### config.mk
export PLATFORM = sky130hd
export DESIGN_NAME = half_step_stepper_sequencer_unit
export DESIGN_NICKNAME = d
export VERILOG_FILES = /design/src/sv/hssu_pkg.sv /design/src/sv/hssu_beat_calc.sv /design/src/sv/half_step_stepper_sequencer_unit.sv
export VERILOG_INCLUDE_DIRS = /design/src /design/src/sv
export SDC_FILE = /design/constraint.sdc
export NUM_CORES = 1
export LEC_CHECK = 0
export BUFFER_PORTS_ARGS = -buffer_cell sky130_fd_sc_hd__buf_2
export CORE_MARGIN = 5
export CORE_UTILIZATION = 58
export DETAILED_ROUTE_END_ITERATION = 16
export MAX_ROUTING_LAYER = met4
export PLACE_DENSITY = 0.77
export SYNTH_ARGS = -nofsm -noshare
export SYNTH_HDL_FRONTEND = slang
export SYNTH_SLANG_ARGS = --single-unit
### constraint.sdc
create_clock -name clk -period 9.6 [get_ports clk]
set_clock_uncertainty 0.15 [all_clocks]
set_input_delay 1.92 -clock clk [delete_from_list [all_inputs] [get_ports clk]]
set_output_delay 1.92 -clock clk [all_outputs]
set_load 0.01 [all_outputs]
### src/sv/half_step_stepper_sequencer_unit_assert.svh
// assertion macros for the half-step stepper sequencer
// all checks are sampled on the rising edge of clk and held off while rst_n is low
`ifndef HALF_STEP_STEPPER_SEQUENCER_UNIT_ASSERT_SVH
`define HALF_STEP_STEPPER_SEQUENCER_UNIT_ASSERT_SVH

// same-cycle implication
`define HSSU_ASSERT_IMP(lbl, ante, cons, msg) \
  lbl: assert property (@(posedge clk) disable iff (!rst_n) (ante) |-> (cons)) else $error(msg);

// next-cycle implication
`define HSSU_ASSERT_NXT(lbl, ante, cons, msg) \
  lbl: assert property (@(posedge clk) disable iff (!rst_n) (ante) |=> (cons)) else $error(msg);

`endif

### src/sv/hssu_pkg.sv
// ----------------------------------------------------------------------------
// hssu_pkg
// Types, constants and coil pattern tables for the half-step stepper sequencer.
// ----------------------------------------------------------------------------
`timescale 1ns / 1ps

package hssu_pkg;

  // field widths
  localparam int ANGLE_BITS      = 16;
  localparam int DELAY_W         = 8;
  localparam int PHASE_W         = 3;
  localparam int COIL_W          = 4;
  localparam int BEAT_W          = 19;

  // beat scaling: beats = |angle| * BEATS_PER_REV / DEGREES_PER_REV
  localparam int BEATS_PER_REV   = 4096;
  localparam int DEGREES_PER_REV = 360;

  // exact reciprocal: floor(m * 4096 / 360) == (m * RECIP) >> RECIP_SHIFT for m < 2^16
  localparam int RECIP_W         = 25;
  localparam logic [RECIP_W-1:0] RECIP = RECIP_W'(23860930);
  localparam int RECIP_SHIFT     = 21;
  localparam int PROD_W          = ANGLE_BITS + RECIP_W;
  localparam int QUOT_W          = PROD_W - RECIP_SHIFT;

  localparam logic [BEAT_W-1:0] BEATS_MAX = '1;
  localparam logic [BEAT_W-1:0] BEATS_ONE = BEAT_W'(1);

  typedef enum logic [1:0] {
    REQ_MOVE = 2'd0,
    REQ_TICK = 2'd1,
    REQ_STOP = 2'd2,
    REQ_NOP  = 2'd3
  } req_t;

  typedef enum logic [1:0] {
    DIR_NONE_LO = 2'd0,
    DIR_FWD     = 2'd1,
    DIR_REV     = 2'd2,
    DIR_NONE_HI = 2'd3
  } dir_t;

  // forward half-step pattern for a phase
  function automatic logic [COIL_W-1:0] fwd_pattern(input logic [PHASE_W-1:0] ph);
    logic [COIL_W-1:0] p;
    unique case (ph)
      3'd0:    p = 4'h7;
      3'd1:    p = 4'h3;
      3'd2:    p = 4'hB;
      3'd3:    p = 4'h9;
      3'd4:    p = 4'hD;
      3'd5:    p = 4'hC;
      3'd6:    p = 4'hE;
      default: p = 4'h6;
    endcase
    return p;
  endfunction

  // rollback pattern: forward table read back to front
  function automatic logic [COIL_W-1:0] rev_pattern(input logic [PHASE_W-1:0] ph);
    logic [COIL_W-1:0] p;
    unique case (ph)
      3'd0:    p = 4'h6;
      3'd1:    p = 4'hE;
      3'd2:    p = 4'hC;
      3'd3:    p = 4'hD;
      3'd4:    p = 4'h9;
      3'd5:    p = 4'hB;
      3'd6:    p = 4'h3;
      default: p = 4'h7;
    endcase
    return p;
  endfunction

endpackage

### src/sv/hssu_beat_calc.sv
// ----------------------------------------------------------------------------
// hssu_beat_calc
// Turns a signed angle into a beat count: magnitude, reciprocal multiply by
// 4096/360, saturation, and the single-step override.
// ----------------------------------------------------------------------------
`timescale 1ns / 1ps

module hssu_beat_calc
  import hssu_pkg::*;
(
  input  logic signed [ANGLE_BITS-1:0] angle,
  input  logic                         single_step,
  output logic        [BEAT_W-1:0]     beats
);

  logic [ANGLE_BITS-1:0] mag;
  logic [PROD_W-1:0]     prod;
  logic [QUOT_W-1:0]     quot;

  // two's complement magnitude; the most negative value maps onto its own bit pattern
  assign mag = angle[ANGLE_BITS-1] ? (~angle + ANGLE_BITS'(1)) : angle;

  // divide by 360 through an exact reciprocal
  assign prod = PROD_W'(mag) * PROD_W'(RECIP);
  assign quot = prod[PROD_W-1:RECIP_SHIFT];

  // saturate, then apply the single-step override
  always_comb begin
    if (single_step) begin
      beats = BEATS_ONE;
    end else if (quot > QUOT_W'(BEATS_MAX)) begin
      beats = BEATS_MAX;
    end else begin
      beats = quot[BEAT_W-1:0];
    end
  end

endmodule

### src/sv/half_step_stepper_sequencer_unit.sv
// ----------------------------------------------------------------------------
// half_step_stepper_sequencer_unit
// An accepted transaction passes through stage 1 and stage 2 to its result on out_*.
// Throughput: one transaction per cycle unless out_stall holds; stage 1 holds the beat multiply,
// stage 2 updates the sequencer state and the result register.
// Reset: synchronous active-low rst_n empties both stages, zeroes the phase,
// beats, wait, delay and direction, and turns all coils off.
// ----------------------------------------------------------------------------
`timescale 1ns / 1ps

module half_step_stepper_sequencer_unit
  import hssu_pkg::*;
(
  input  logic                         clk,
  input  logic                         rst_n,

  input  logic                         in_valid,
  output logic                         in_stall,
  input  logic [1:0]                   in_req_type,
  input  logic [1:0]                   in_direction_code,
  input  logic [DELAY_W-1:0]           in_step_delay,
  input  logic signed [ANGLE_BITS-1:0] in_angle_degrees,
  input  logic                         in_single_step,

  output logic                         out_valid,
  input  logic                         out_stall,
  output logic [COIL_W-1:0]            out_coil_lines,
  output logic                         out_stepped,
  output logic                         out_busy_res
);

  // stage 1 registers
  logic               s1_valid_r;
  req_t               s1_req_r;
  dir_t               s1_dir_r;
  logic [DELAY_W-1:0] s1_delay_r;
  logic [BEAT_W-1:0]  s1_beats_r;

  // sequencer state
  logic [PHASE_W-1:0] phase_r,  phase_nxt;
  logic [BEAT_W-1:0]  beats_r,  beats_nxt;
  logic [DELAY_W-1:0] wait_r,   wait_nxt;
  logic [DELAY_W-1:0] delay_r,  delay_nxt;
  logic               rev_r,    rev_nxt;
  logic [COIL_W-1:0]  coil_r,   coil_nxt;
  logic               stepped_nxt;

  // result register
  logic               out_valid_r;
  logic [COIL_W-1:0]  out_coil_r;
  logic               out_stepped_r;
  logic               out_busy_r;

  logic [BEAT_W-1:0]  calc_beats;
  logic [DELAY_W-1:0] wait_dec;
  logic [PHASE_W-1:0] phase_inc;
  logic               out_load;
  logic               s1_adv;
  logic               in_acc;

  // handshake: result register frees up when empty or taken
  assign out_load = !out_valid_r || !out_stall;
  assign s1_adv   = s1_valid_r && out_load;
  assign in_stall = s1_valid_r && !out_load;
  assign in_acc   = in_valid && !in_stall;

  hssu_beat_calc u_beat_calc (
    .angle       (in_angle_degrees),
    .single_step (in_single_step),
    .beats       (calc_beats)
  );

  // stage 1 control
  always_ff @(posedge clk) begin
    if (!rst_n) begin
      s1_valid_r <= 1'b0;
    end else if (in_acc) begin
      s1_valid_r <= 1'b1;
    end else if (s1_adv) begin
      s1_valid_r <= 1'b0;
    end
  end

  // stage 1 payload
  always_ff @(posedge clk) begin
    if (in_acc) begin
      s1_req_r   <= req_t'(in_req_type);
      s1_dir_r   <= dir_t'(in_direction_code);
      s1_delay_r <= in_step_delay;
      s1_beats_r <= calc_beats;
    end
  end

  // sequencer update for the transaction leaving stage 1
  assign wait_dec  = (wait_r != '0) ? (wait_r - DELAY_W'(1)) : wait_r;
  assign phase_inc = phase_r + PHASE_W'(1);

  always_comb begin
    phase_nxt   = phase_r;
    beats_nxt   = beats_r;
    wait_nxt    = wait_r;
    delay_nxt   = delay_r;
    rev_nxt     = rev_r;
    coil_nxt    = coil_r;
    stepped_nxt = 1'b0;
    unique case (s1_req_r)
      REQ_MOVE: begin
        wait_nxt = '0;
        if (s1_dir_r == DIR_FWD || s1_dir_r == DIR_REV) begin
          beats_nxt = s1_beats_r;
          delay_nxt = s1_delay_r;
          rev_nxt   = (s1_dir_r == DIR_REV);
        end else begin
          beats_nxt = '0;
        end
      end
      REQ_TICK: begin
        wait_nxt = wait_dec;
        if (wait_dec == '0 && beats_r != '0) begin
          phase_nxt   = phase_inc;
          coil_nxt    = rev_r ? rev_pattern(phase_inc) : fwd_pattern(phase_inc);
          beats_nxt   = beats_r - BEAT_W'(1);
          wait_nxt    = delay_r;
          stepped_nxt = 1'b1;
        end
      end
      REQ_STOP: begin
        beats_nxt = '0;
        wait_nxt  = '0;
        coil_nxt  = '0;
      end
      REQ_NOP: begin
        stepped_nxt = 1'b0;
      end
      default: begin
        stepped_nxt = 1'b0;
      end
    endcase
  end

  // sequencer state registers
  always_ff @(posedge clk) begin
    if (!rst_n) begin
      phase_r <= '0;
      beats_r <= '0;
      wait_r  <= '0;
      delay_r <= '0;
      rev_r   <= 1'b0;
      coil_r  <= '0;
    end else if (s1_adv) begin
      phase_r <= phase_nxt;
      beats_r <= beats_nxt;
      wait_r  <= wait_nxt;
      delay_r <= delay_nxt;
      rev_r   <= rev_nxt;
      coil_r  <= coil_nxt;
    end
  end

  // result control
  always_ff @(posedge clk) begin
    if (!rst_n) begin
      out_valid_r <= 1'b0;
    end else if (out_load) begin
      out_valid_r <= s1_valid_r;
    end
  end

  // result payload
  always_ff @(posedge clk) begin
    if (s1_adv) begin
      out_coil_r    <= coil_nxt;
      out_stepped_r <= stepped_nxt;
      out_busy_r    <= (beats_nxt != '0) || (wait_nxt != '0);
    end
  end

  assign out_valid      = out_valid_r;
  assign out_coil_lines = out_coil_r;
  assign out_stepped    = out_stepped_r;
  assign out_busy_res   = out_busy_r;

  // checks
  `include "half_step_stepper_sequencer_unit_assert.svh"

  `HSSU_ASSERT_IMP(a_step_drives_coils, out_valid_r && out_stepped_r, out_coil_r != '0, "step result with coils off")
  `HSSU_ASSERT_NXT(a_stop_clears, s1_adv && s1_req_r == REQ_STOP, coil_r == '0 && beats_r == '0 && wait_r == '0, "stop left motion or coils")
  `HSSU_ASSERT_NXT(a_stage_holds, s1_valid_r && !out_load, s1_valid_r && $stable(s1_beats_r) && $stable(s1_req_r), "stalled stage 1 lost its transaction")
  `HSSU_ASSERT_NXT(a_phase_moves_on_step, s1_adv && stepped_nxt, phase_r == $past(phase_r) + PHASE_W'(1), "step without phase advance")

endmodule

# Word-level counts from Yosys, hierarchy flattened
# Index checks and enable logic that the tools add are counted.
# classes
n_eq_ne	10
magnitude_cmp	1
addsub	4
mul	1
mux	16
bitwise	1
reduce_logical	23
# op_table
cell	n
2-to-1 mux 19 bit	3
case mux 19 bit (3 select lines)	1
case mux 4 bit (7 select lines)	2
multiplier 16 x 24 -> 40 bit (second input constant)	1
nonzero test 19 bit	2
greater-than comparator 20 x 19 -> 1 bit (second input constant)	1
subtractor 19 x 1 -> 19 bit (second input constant)	1
adder 16 x 2 -> 16 bit (second input constant)	1
2-to-1 mux 16 bit	1
2-to-1 mux 8 bit	2
inverter 16 bit	1
case mux 8 bit (2 select lines)	1
nonzero test 8 bit	2
== test 3 bit (second input constant)	3
zero test 8 bit	1
2-to-1 mux 4 bit	2
case mux 4 bit (2 select lines)	1
subtractor 8 x 1 -> 8 bit (second input constant)	1
== test 3 x 2 -> 1 bit (second input constant)	2
AND reduction 3 bit	2
== test 2 x 1 -> 1 bit (second input constant)	2
== test 2 bit (second input constant)	2
logical AND 1 bit	4
zero test 1 bit	4
other kinds (8)	13
# totals
out_inout_bits	8
ff_bits	82
elab_cells	72
input_bits	33

# Longest topological paths before layout
# Gate-level depths: netlist of the first run.
# logic_depth
depth_word	8
mapped_depth	29
ltp_nobuf	27

# Modules after synthesis
# From an unflattened synthesis of the first run, not the netlist that was laid out.
# hier_totals
cells_unflattened	1044
hier_area_um2	9496.6
# by_module_without_submodules
mod	area_each_um2	n_inst	seq_area_each_um2	cells_per_inst
hssu_beat_calc	5156.2	1	0.0	570
half_step_stepper_sequencer_unit	4340.4	1	2011.9	474

# Worst setup path after synthesis of the first run
# OpenSTA, ideal clock, no wires.
# synth_path
kind	in2reg
start	input in_angle_degrees[9]
end	register s1_beats_r[10], data pin
cell_stages	26
path_slack_ns	0.569
t_required_ns	9.180
path_buffers	1
setup_time_ns	0.270
t_arrival_ns	8.611
path_cell_list	or4_1 -> or3_1 -> or2_1 -> or4_1 -> inv_2 -> ha_1 -> fa_1 -> inv_1 -> fa_1 -> inv_1 -> fa_1 -> inv_1 -> fa_1 -> fa_1 -> inv_1 -> ha_1 -> a21o_1 -> a31oi_1 -> nand2_1 -> a2bb2oi_1 -> o211a_1 -> o2111ai_1 -> a21o_1 -> xor2_1 -> buf_2 -> a21oi_1
# synth_via
elab_chain_cells	6
# synth_rtl
element	line	source
from (decl)	half_step_stepper_sequencer_unit.sv:22	input logic signed [ANGLE_BITS-1:0] in_angle_degrees,
inverter 16 bit	hssu_beat_calc.sv:21	assign mag = angle[ANGLE_BITS-1] ? (~angle + ANGLE_BITS'(1)) : angle;
adder 16 x 2 -> 16 bit	hssu_beat_calc.sv:21	
2-to-1 mux 16 bit (*)	hssu_beat_calc.sv:21	
multiplier 16 x 24 -> 40 bit (*)	hssu_beat_calc.sv:24	assign prod = PROD_W'(mag) * PROD_W'(RECIP);
greater-than comparator 20 x 19 -> 1 bit	hssu_beat_calc.sv:31	end else if (quot > QUOT_W'(BEATS_MAX)) begin
2-to-1 mux 19 bit (*)	hssu_beat_calc.sv:31	
to (signal assigned)	half_step_stepper_sequencer_unit.sv:90	s1_beats_r <= calc_beats;
to (decl)	half_step_stepper_sequencer_unit.sv:37	logic [BEAT_W-1:0] s1_beats_r;
# Every way passes the cells marked *; elsewhere a longest branch is shown, timed or not.
# A chain may end at the register's enable or synchronous reset.

# Final worst setup path of the first run
# layout_path
start	input in_angle_degrees[9]
end	register s1_beats_r[15], data pin
# The elaborated chain is that of the path after synthesis.

==> results_dict.tcl, run 1 <==
set metrics [dict create \
    fin_crit_sh 0.921 \
    async_reset_ff_frac 0 \
    h-tree-depth 3 \
    crit_arrival_ns 8.77 \
    post-route-min-period_ns 8.84 \
    critical_path.most_common_cell "fa_1" \
    coreArea_sq_um 15800 \
    num_rows 46 \
    initial_core_util 0.590 \
    syn2layout_area_growth_pct 7.92 \
    dieHeight_microns 137 \
    postPlaceCellArea_sq_um 9760 \
    critPathSlowestCell "or4_1" \
    antenna_cells 0 \
    critPathLaunchType "input pin" \
    ios 41 \
    vias_per_cell 5.80 \
    synth_area_per_cell_sq_um 9.02 \
    setup_violations 0 \
    cts_buffer_depth 2 \
    dpl.hpwl_mm 18.1 \
    cts_tree "done" \
    cts_root_buffer "clkbuf_16" \
    fmax_mhz 113 \
    postCtsHoldBufs 0 \
    regToRegEndpoint "out_busy_res$_DFFE_PP_" \
    r2r_slack_ns 5.47 \
    reg2reg_from "beats_r[10]$_SDFFE_PN0P_" \
    rsz0062_at_grt "no" \
    ff2ff_path_depth 10 \
    vias 7476 \
    ys_warn_count 0 \
    tns_ns 0 \
    numCtsBuffers 9 \
    grt_use_total 0.257 \
    grt_pass1_vias 7591 \
    clkLatencyLatePin_ns 0.35 \
    first_pass_iters 5 \
    final_cell_area_sq_um 10100 \
    endpoint_kind "register" \
    crit_fanout 18 \
    overflow 0 \
    relSlewSlack 0.449 \
    synth-seq-cells 82 \
    antenna_found_initial 0 \
    mappedNetlistNets 1286 \
    required_ns 9.53 \
    post_cts_buffers 0 \
    slew_violations 0 \
    cp_top_family "adder cells" \
    dieWidth_microns 137 \
    worstSetupPathType "input pin to register" \
    crit_cells 27 \
    clk_pin_slew_ns 0.06 \
    busiest_layer "met2" \
    drtIter0Drc 525 \
    ctsResizeCount 0 \
    final_cell_mix "inv_1 (167), ha_1 (135), fa_1 (82)" \
    final_util 0.637 \
    synth_edf_count 37 \
    cts.sinks 82 \
    place_inst 1272 \
    worst_pin_slew_ns 0.821 \
    outcome "completed" \
    worstSetupEndpoint "s1_beats_r[15]$_SDFFCE_PP0P_" \
    ys_seq_area_frac 0.215 \
    ys.flop_type "dfxtp_1" \
    grt_max_degree 40 \
    worstPathBufferInverterCount 7 \
    drt-total-wl_mm 22.2 \
    avgRoutedWirePerCell_microns 17.2 \
    mostFrequentLayoutCell "inv_1" \
    cap_violations 0 \
    port_buffers 40 \
    ys_types 78 \
    crit_path_start "in_angle_degrees[9]" \
    ant_nets 0 \
    grt_first_pass_wirelength_mm 37.0 \
    drc 0 \
    final_cells 1288 \
    final_layout_size_suffix_gt1_frac 0.0774 \
    slowest_delay_ns 0.56 \
    place_congestion 0.990 \
    syn_inst 1036 \
    synth_area_sq_um 9340 \
    min-delay-path-class "register to register" \
    met1_usage 0.314 \
    dieArea_sq_um 18700 \
    fin_nets 1317 \
    use_met3 0.0272 \
    use_met2 0.446 \
    finalHoldViolations 0 \
]
worst register-to-register path: stages (launching register included):
cell       delay (ns)
dfxtp_1          0.37
or4_4            0.57
or4b_4           0.54
nor3_4           0.24
nor4_4           0.06
buf_4            0.24
a311o_1          0.37
a2111oi_0        0.51
nand4_1          0.23
nor4_1           0.45
nand3_1          0.13
stage by stage:
step | setup slack (ns) | hold slack [ns]
final | 0.760 | 0.310
after CTS | 0.752 | 0.313
after global placement | 0.519 | 0.296
after detailed placement | 0.373 | 0.303
after floorplan | 0.569 | 0.286
after global routing | 0.224 | 0.328
kinds of logic after synthesis:
kind of cell    after synthesis  synth area share
mux                           3           0.00322
fa+ha+maj                   217             0.357
simple gates                273             0.145
compound gates              215             0.155
buf+inv                     201            0.0829
flops                        82             0.215
xor+xnor                     45            0.0422
cell type report:
cell class                      count  area (sq um)
Clock buffer                       10           250
Clock inverter                      6          70.1
Fill cell                        1349          5750
Inverter                          170           638
Multi-Input combinational cell    753          6560
Sequential cell                    82          2010
Tap cell                          216           270
Timing Repair Buffer               51           283
sequential cells by signal, summed over array words and instances, names as in the netlist:
name            flops
beats_r            19
coil_r              4
delay_r             8
out_busy_res        1
out_coil_lines      4
out_stepped         1
out_valid           1
phase_r             3
rev_r               1
s1_beats_r         19
s1_delay_r          8
s1_dir_r            2
s1_req_r            2
s1_valid_r          1
wait_r              8
cells in the mapped netlist (all sizes together), types with 8 or more instances:
master | count | area (sq um)
o21ai | 31 | 155
and2 | 8 | 50.1
a21o | 12 | 90.1
nor2 | 72 | 273
a21oi | 66 | 330
nand2 | 78 | 293
nor4 | 11 | 90.1
fa | 82 | 1640
o211ai | 8 | 60.1
nand2b | 9 | 56.3
nand3 | 24 | 120
xnor2 | 34 | 298
clkbuf | 23 | 86.3
a211oi | 22 | 165
nand4 | 8 | 50.1
xor2 | 11 | 96.3
ha | 135 | 1690
buf | 8 | 50.1
a31oi | 11 | 83.8
edfxtp | 37 | 1110
nor3 | 27 | 151
dfxtp | 45 | 901
inv | 168 | 631
metal layers:
metal	vias to the layer above	wire, microns
met5	-	0
met4	0	608
met3	51	950
met2	211	11500
met1	3581	9190
li1	3633	-
how the worst min path moves through the flow:
| stage | start | endpoint | slack, ns | depth (start not counted) |
|---|---|---|---|---|
| 2_1_floorplan | coil_r[0]$_SDFFE_PN0P_ | coil_r[0]$_SDFFE_PN0P_ | 0.29 | 2 |
| 3_3_place_gp | coil_r[0]$_SDFFE_PN0P_ | coil_r[0]$_SDFFE_PN0P_ | 0.30 | 2 |
| 3_5_place_dp | delay_r[3]$_SDFFE_PN0P_ | delay_r[3]$_SDFFE_PN0P_ | 0.30 | 2 |
| 4_1_cts | coil_r[0]$_SDFFE_PN0P_ | coil_r[0]$_SDFFE_PN0P_ | 0.31 | 2 |
| 5_1_grt | coil_r[0]$_SDFFE_PN0P_ | coil_r[0]$_SDFFE_PN0P_ | 0.33 | 2 |
| 6_report | coil_r[1]$_SDFFE_PN0P_ | coil_r[1]$_SDFFE_PN0P_ | 0.31 | 2 |
Power of run 1 is not shown: default switching activity piles up to over one toggle a cycle in this logic, so the estimate is an artifact.
==> run 2, diff against run 1 <==
- CORE_ASPECT_RATIO: unset -> 0.5
==> run 2 against run 1 <==
Utilization up 0.69 points. Hold slack worse by 0.00067 ns. Non-clock buffer count down 2. Critical endpoint is now s1_beats_r[3]$_SDFFCE_PP0P_. Global-route usage down 1.3 points. Flip-flop and latch count unchanged. Maximum frequency down 1.2%. Sequential share of layout area up 0.055 points. Clock-buffer cell count up 2. Critical path depth up 1.
==> results_dict.tcl, run 2 (synthesized netlist as in run 1, its figures left out) <==
set metrics [dict create \
    fin_nets 1315 \
    crit_fanout 18 \
    worstSetupPathType "input pin to register" \
    grt_max_degree 43 \
    numCtsBuffers 9 \
    postCtsHoldBufs 0 \
    syn2layout_area_growth_pct 7.62 \
    outcome "completed" \
    pre_cts_ws_ns 0.273 \
    grt_pass1_vias 7483 \
    fmax_mhz 112 \
    fin_ws_ns 0.648 \
    drc 0 \
    initial_core_util 0.598 \
    drt-total-wl_mm 22.0 \
    fin_crit_sh 0.932 \
    cts_buffer_depth 2 \
    cap_violations 0 \
    slew_violations 0 \
    cts_root_buffer "clkbuf_16" \
    coreArea_sq_um 15600 \
    grt_first_pass_wirelength_mm 36.6 \
    avgRoutedWirePerCell_microns 17.2 \
    setup_violations 0 \
    endpoint_kind "register" \
    post_cts_buffers 0 \
    reg2reg_from "wait_r[0]$_SDFFE_PN0P_" \
    dpl.hpwl_mm 17.9 \
    min_path_cells 2 \
    tns_ns 0 \
    overflow 0 \
    final_layout_size_suffix_gt1_frac 0.0738 \
    min-delay-path-class "register to register" \
    num_rows 32 \
    first_pass_iters 5 \
    rsz0062_at_grt "no" \
    antenna_found_initial 0 \
    grt_use_total 0.244 \
    clkLatencyLatePin_ns 0.34 \
    critPathLaunchType "input pin" \
    hp-start "coil_r[3]$_SDFFE_PN0P_" \
    crit_arrival_ns 8.88 \
    worst_pin_slew_ns 0.917 \
    ff2ff_path_depth 12 \
    drtIter0Drc 414 \
    ios 41 \
    finalHoldViolations 0 \
    relSlewSlack 0.387 \
    reg_top3 "beats_r x19, s1_beats_r x19" \
    dieWidth_microns 189 \
    antenna_cells 0 \
    vias_per_cell 5.93 \
    final_cell_mix "inv_1 (167), ha_1 (135), fa_1 (82)" \
    ant_nets 0 \
    place_congestion 0.997 \
    dieHeight_microns 99.7 \
    clk_pin_slew_ns 0.06 \
    r2r_slack_ns 5.39 \
    cts_tree "done" \
    cts.sinks 82 \
    h-tree-depth 3 \
    holdWs_ns 0.309 \
    ctsResizeCount 0 \
    port_buffers 40 \
    post-route-min-period_ns 8.95 \
    required_ns 9.53 \
    worst_hold_path.endpoint "coil_r[3]$_SDFFE_PN0P_" \
    dieArea_sq_um 18900 \
    mostFrequentLayoutCell "inv_1" \
    vias 7554 \
    regToRegEndpoint "out_busy_res$_DFFE_PP_" \
]
==> run 2: changes by cell type in the layout (fill, tap and decap cells not counted), sizes merged <==
cell and delta:
buf -2, bufinv +1, clkbuf +2, clkinv -2, clkinvlp +1, inv -2
==> run 2: area by class of cell <==
class / instances / area, sq um
clock buffer: 12 / 246
timing repair buffer: 49 / 268
sequential: 82 / 2010
clock inverter: 4 / 76.3
inverter: 170 / 638
tap: 204 / 255
fill: 1307 / 5560
multi-input combinational: 753 / 6560
==> run 2: through the flow <==
| stage | instance area (sq um) | cells | util |
|---|---|---|---|
| after global placement | 9730 | 1258 | 0.623 |
| final | 10100 | 1274 | 0.644 |
| after CTS | 10100 | 1274 | 0.644 |
| after global routing | 10100 | 1274 | 0.644 |
| after detailed placement | 9730 | 1258 | 0.623 |
| after floorplan | 9340 | 1036 | - |
==> run 2: how the worst max path moves through the flow <==
stage / end / slack, ns / start
after CTS: s1_beats_r[14]$_SDFFCE_PP0P_ / 0.63 / in_angle_degrees[9]
after floorplan: s1_beats_r[10]$_SDFFCE_PP0P_ / 0.57 / in_angle_degrees[9]
after global placement: s1_beats_r[15]$_SDFFCE_PP0P_ / 0.51 / in_angle_degrees[9]
after global routing: s1_beats_r[7]$_SDFFCE_PP0P_ / 0.14 / in_angle_degrees[3]
after detailed placement: s1_beats_r[14]$_SDFFCE_PP0P_ / 0.27 / in_angle_degrees[9]
final: s1_beats_r[3]$_SDFFCE_PP0P_ / 0.65 / in_angle_degrees[3]
==> run 2: per-layer routing <==
layer / wire length [microns] / part of all wire / GRT usage / vias to the layer above
met2: 10800 / 0.49 / 0.428 / 259
met5: 0 / 0 / - / -
met1: 9510 / 0.43 / 0.308 / 3618
li1: - / - / - / 3640
met3: 1250 / 0.057 / 0.0277 / 37
met4: 419 / 0.019 / 0.0550 / 0
==> run 2: worst max-delay path: stages <==
cell,delay [ns]
buf_2,0.12
nor3_1,0.41
nor3b_1,0.34
nand2_1,0.16
or2_1,0.24
or4_1,0.51
inv_2,0.13
ha_1,0.28
fa_1,0.51
inv_1,0.05
fa_1,0.50
inv_1,0.09
fa_1,0.42
inv_1,0.09
fa_1,0.45
fa_1,0.57
inv_1,0.05
ha_1,0.34
a21o_1,0.21
a31oi_1,0.19
nand2_1,0.12
a2bb2oi_1,0.15
o211a_1,0.17
o2111ai_1,0.24
a21o_1,0.16
xor2_1,0.14
buf_4,0.23
a21oi_1,0.09
Power of run 2 is left out for the same reason.
==> run 3, diff against run 2 <==
- CORE_MARGIN: 5 -> unset
- PLACE_DENSITY: 0.77 -> unset
- PLACE_DENSITY_LB_ADDON: unset -> 0.1
==> run 3 against run 2 <==
Final cell count fell by 0.16%. Highest routed layer unchanged. Via count decreased by 1.6%. Worst setup slack gained 0.00076 ns. First-iteration DRC count up 35%. Critical endpoint is now s1_beats_r[13]$_SDFFCE_PP0P_. Design area is 0.14% lower. Hold slack better by 0.0017 ns. Clock-buffer cell count fell by 2.
==> results_dict.tcl, run 3 (synthesized netlist as in run 1, its figures left out) <==
set metrics [dict create \
    outcome "completed" \
    first_pass_iters 4 \
    num_rows 32 \
    ff2ff_path_depth 12 \
    post-route-min-period_ns 8.95 \
    slowest_delay_ns 0.55 \
    cts_buffer_depth 2 \
    worst_pin_slew_ns 0.938 \
    slew_violations 0 \
    cap_violations 0 \
    required_ns 9.53 \
    dieArea_sq_um 16600 \
    postCtsHoldBufs 0 \
    endpoint_kind "register" \
    dpl.hpwl_mm 17.4 \
    critPathLaunchType "input pin" \
    drc 0 \
    critPathSlowestCell "or4_1" \
    finalHoldViolations 0 \
    min_path_cells 2 \
    drtIter0Drc 557 \
    fin_nets 1313 \
    overflow 0 \
    mostFrequentLayoutCell "inv_1" \
    fin_crit_sh 0.932 \
    h-tree-depth 3 \
    cts_tree "done" \
    worstPathBufferInverterCount 4 \
    antenna_cells 0 \
    avgRoutedWirePerCell_microns 17.0 \
    r2r_slack_ns 5.26 \
    clkLatencyLatePin_ns 0.34 \
    critical_path.most_common_cell "fa_1" \
    cp_top_family "adder cells" \
    setup_violations 0 \
    numCtsBuffers 9 \
    grt_pass1_vias 7420 \
    crit_fanout 18 \
    vias_per_cell 5.85 \
    cts_root_buffer "clkbuf_16" \
    grt_use_total 0.283 \
    dieWidth_microns 181 \
    grt_max_degree 50 \
    worstSetupPathType "input pin to register" \
    coreArea_sq_um 15600 \
    final_cell_mix "inv_1 (167), ha_1 (135), fa_1 (82)" \
    final_layout_size_suffix_gt1_frac 0.0740 \
    cts.sinks 82 \
    ios 41 \
    drt-total-wl_mm 21.7 \
    reg_top3 "beats_r x19, s1_beats_r x19" \
    tns_ns 0 \
    post_cts_buffers 0 \
    fmax_mhz 112 \
    grt_first_pass_wirelength_mm 36.4 \
    ctsResizeCount 0 \
    rsz0062_at_grt "no" \
    ant_nets 0 \
    dieHeight_microns 91.7 \
    clk_pin_slew_ns 0.06 \
    crit_cells 26 \
    antenna_found_initial 0 \
    vias 7436 \
    syn2layout_area_growth_pct 7.48 \
    initial_core_util 0.600 \
    port_buffers 40 \
    relSlewSlack 0.373 \
    min-delay-path-class "register to register" \
    place_congestion 0.954 \
    crit_arrival_ns 8.88 \
]
-- run 3: cell count changes in the layout (fill, tap and decap cells not counted), sizes merged --
cell / before / now
buf: 49 / 47
bufinv: 2 / 1
clkbuf: 12 / 10
clkinv: 3 / 2
clkinvlp: 1 / 0
inv: 168 / 173
-- run 3: final timing paths --
kind                           from                            to
max             in_angle_degrees[9]  s1_beats_r[13]$_SDFFCE_PP0P_
min          coil_r[3]$_SDFFE_PN0P_        coil_r[3]$_SDFFE_PN0P_
max reg2reg  wait_r[0]$_SDFFE_PN0P_        out_busy_res$_DFFE_PP_
min reg2reg  coil_r[3]$_SDFFE_PN0P_        coil_r[3]$_SDFFE_PN0P_
-- run 3: worst register-to-register path: stages, from the launching register on --
cell	delay, ns
dfxtp_1	0.33
inv_1	0.14
ha_1	0.25
nand2b_1	0.11
nor4_2	0.48
a31oi_4	0.11
nor4_4	0.54
buf_4	0.33
o21ai_0	0.14
a221o_1	0.36
or4_1	0.53
nor4_1	0.42
nand3_1	0.17
-- run 3: metal layers --
layer  global-route usage  part of all wire  vias to the layer above  wire (microns)
li1                     -                 -                     3631               -
met1                0.363              0.45                     3554            9800
met2                0.476              0.48                      213           10300
met3               0.0294             0.045                       38             984
met4               0.0869             0.025                        0             543
met5                    -                 0                        -               0
-- run 3: cell type report --
class                      instances  area, sq um
clock buffer                      10          250
clock inverter                     6         73.8
fill                            1351         5540
inverter                         170          638
multi-input combinational        753         6560
sequential                        82         2010
tap                              204          255
timing repair buffer              47          253
-- run 3: per-stage QoR --
| step | hold slack [ns] | std cells | utilization | worst slack (ns) | cell area [sq um] |
|---|---|---|---|---|---|
| floorplan | 0.286 | 1036 | - | 0.569 | 9340 |
| global placement | 0.292 | 1256 | 0.624 | 0.468 | 9710 |
| detailed placement | 0.303 | 1256 | 0.624 | 0.299 | 9710 |
| CTS | 0.312 | 1272 | 0.645 | 0.651 | 10000 |
| global route | 0.328 | 1272 | 0.645 | 0.157 | 10000 |
| finish | 0.311 | 1272 | 0.645 | 0.649 | 10000 |
Power of run 3 is left out for the same reason.
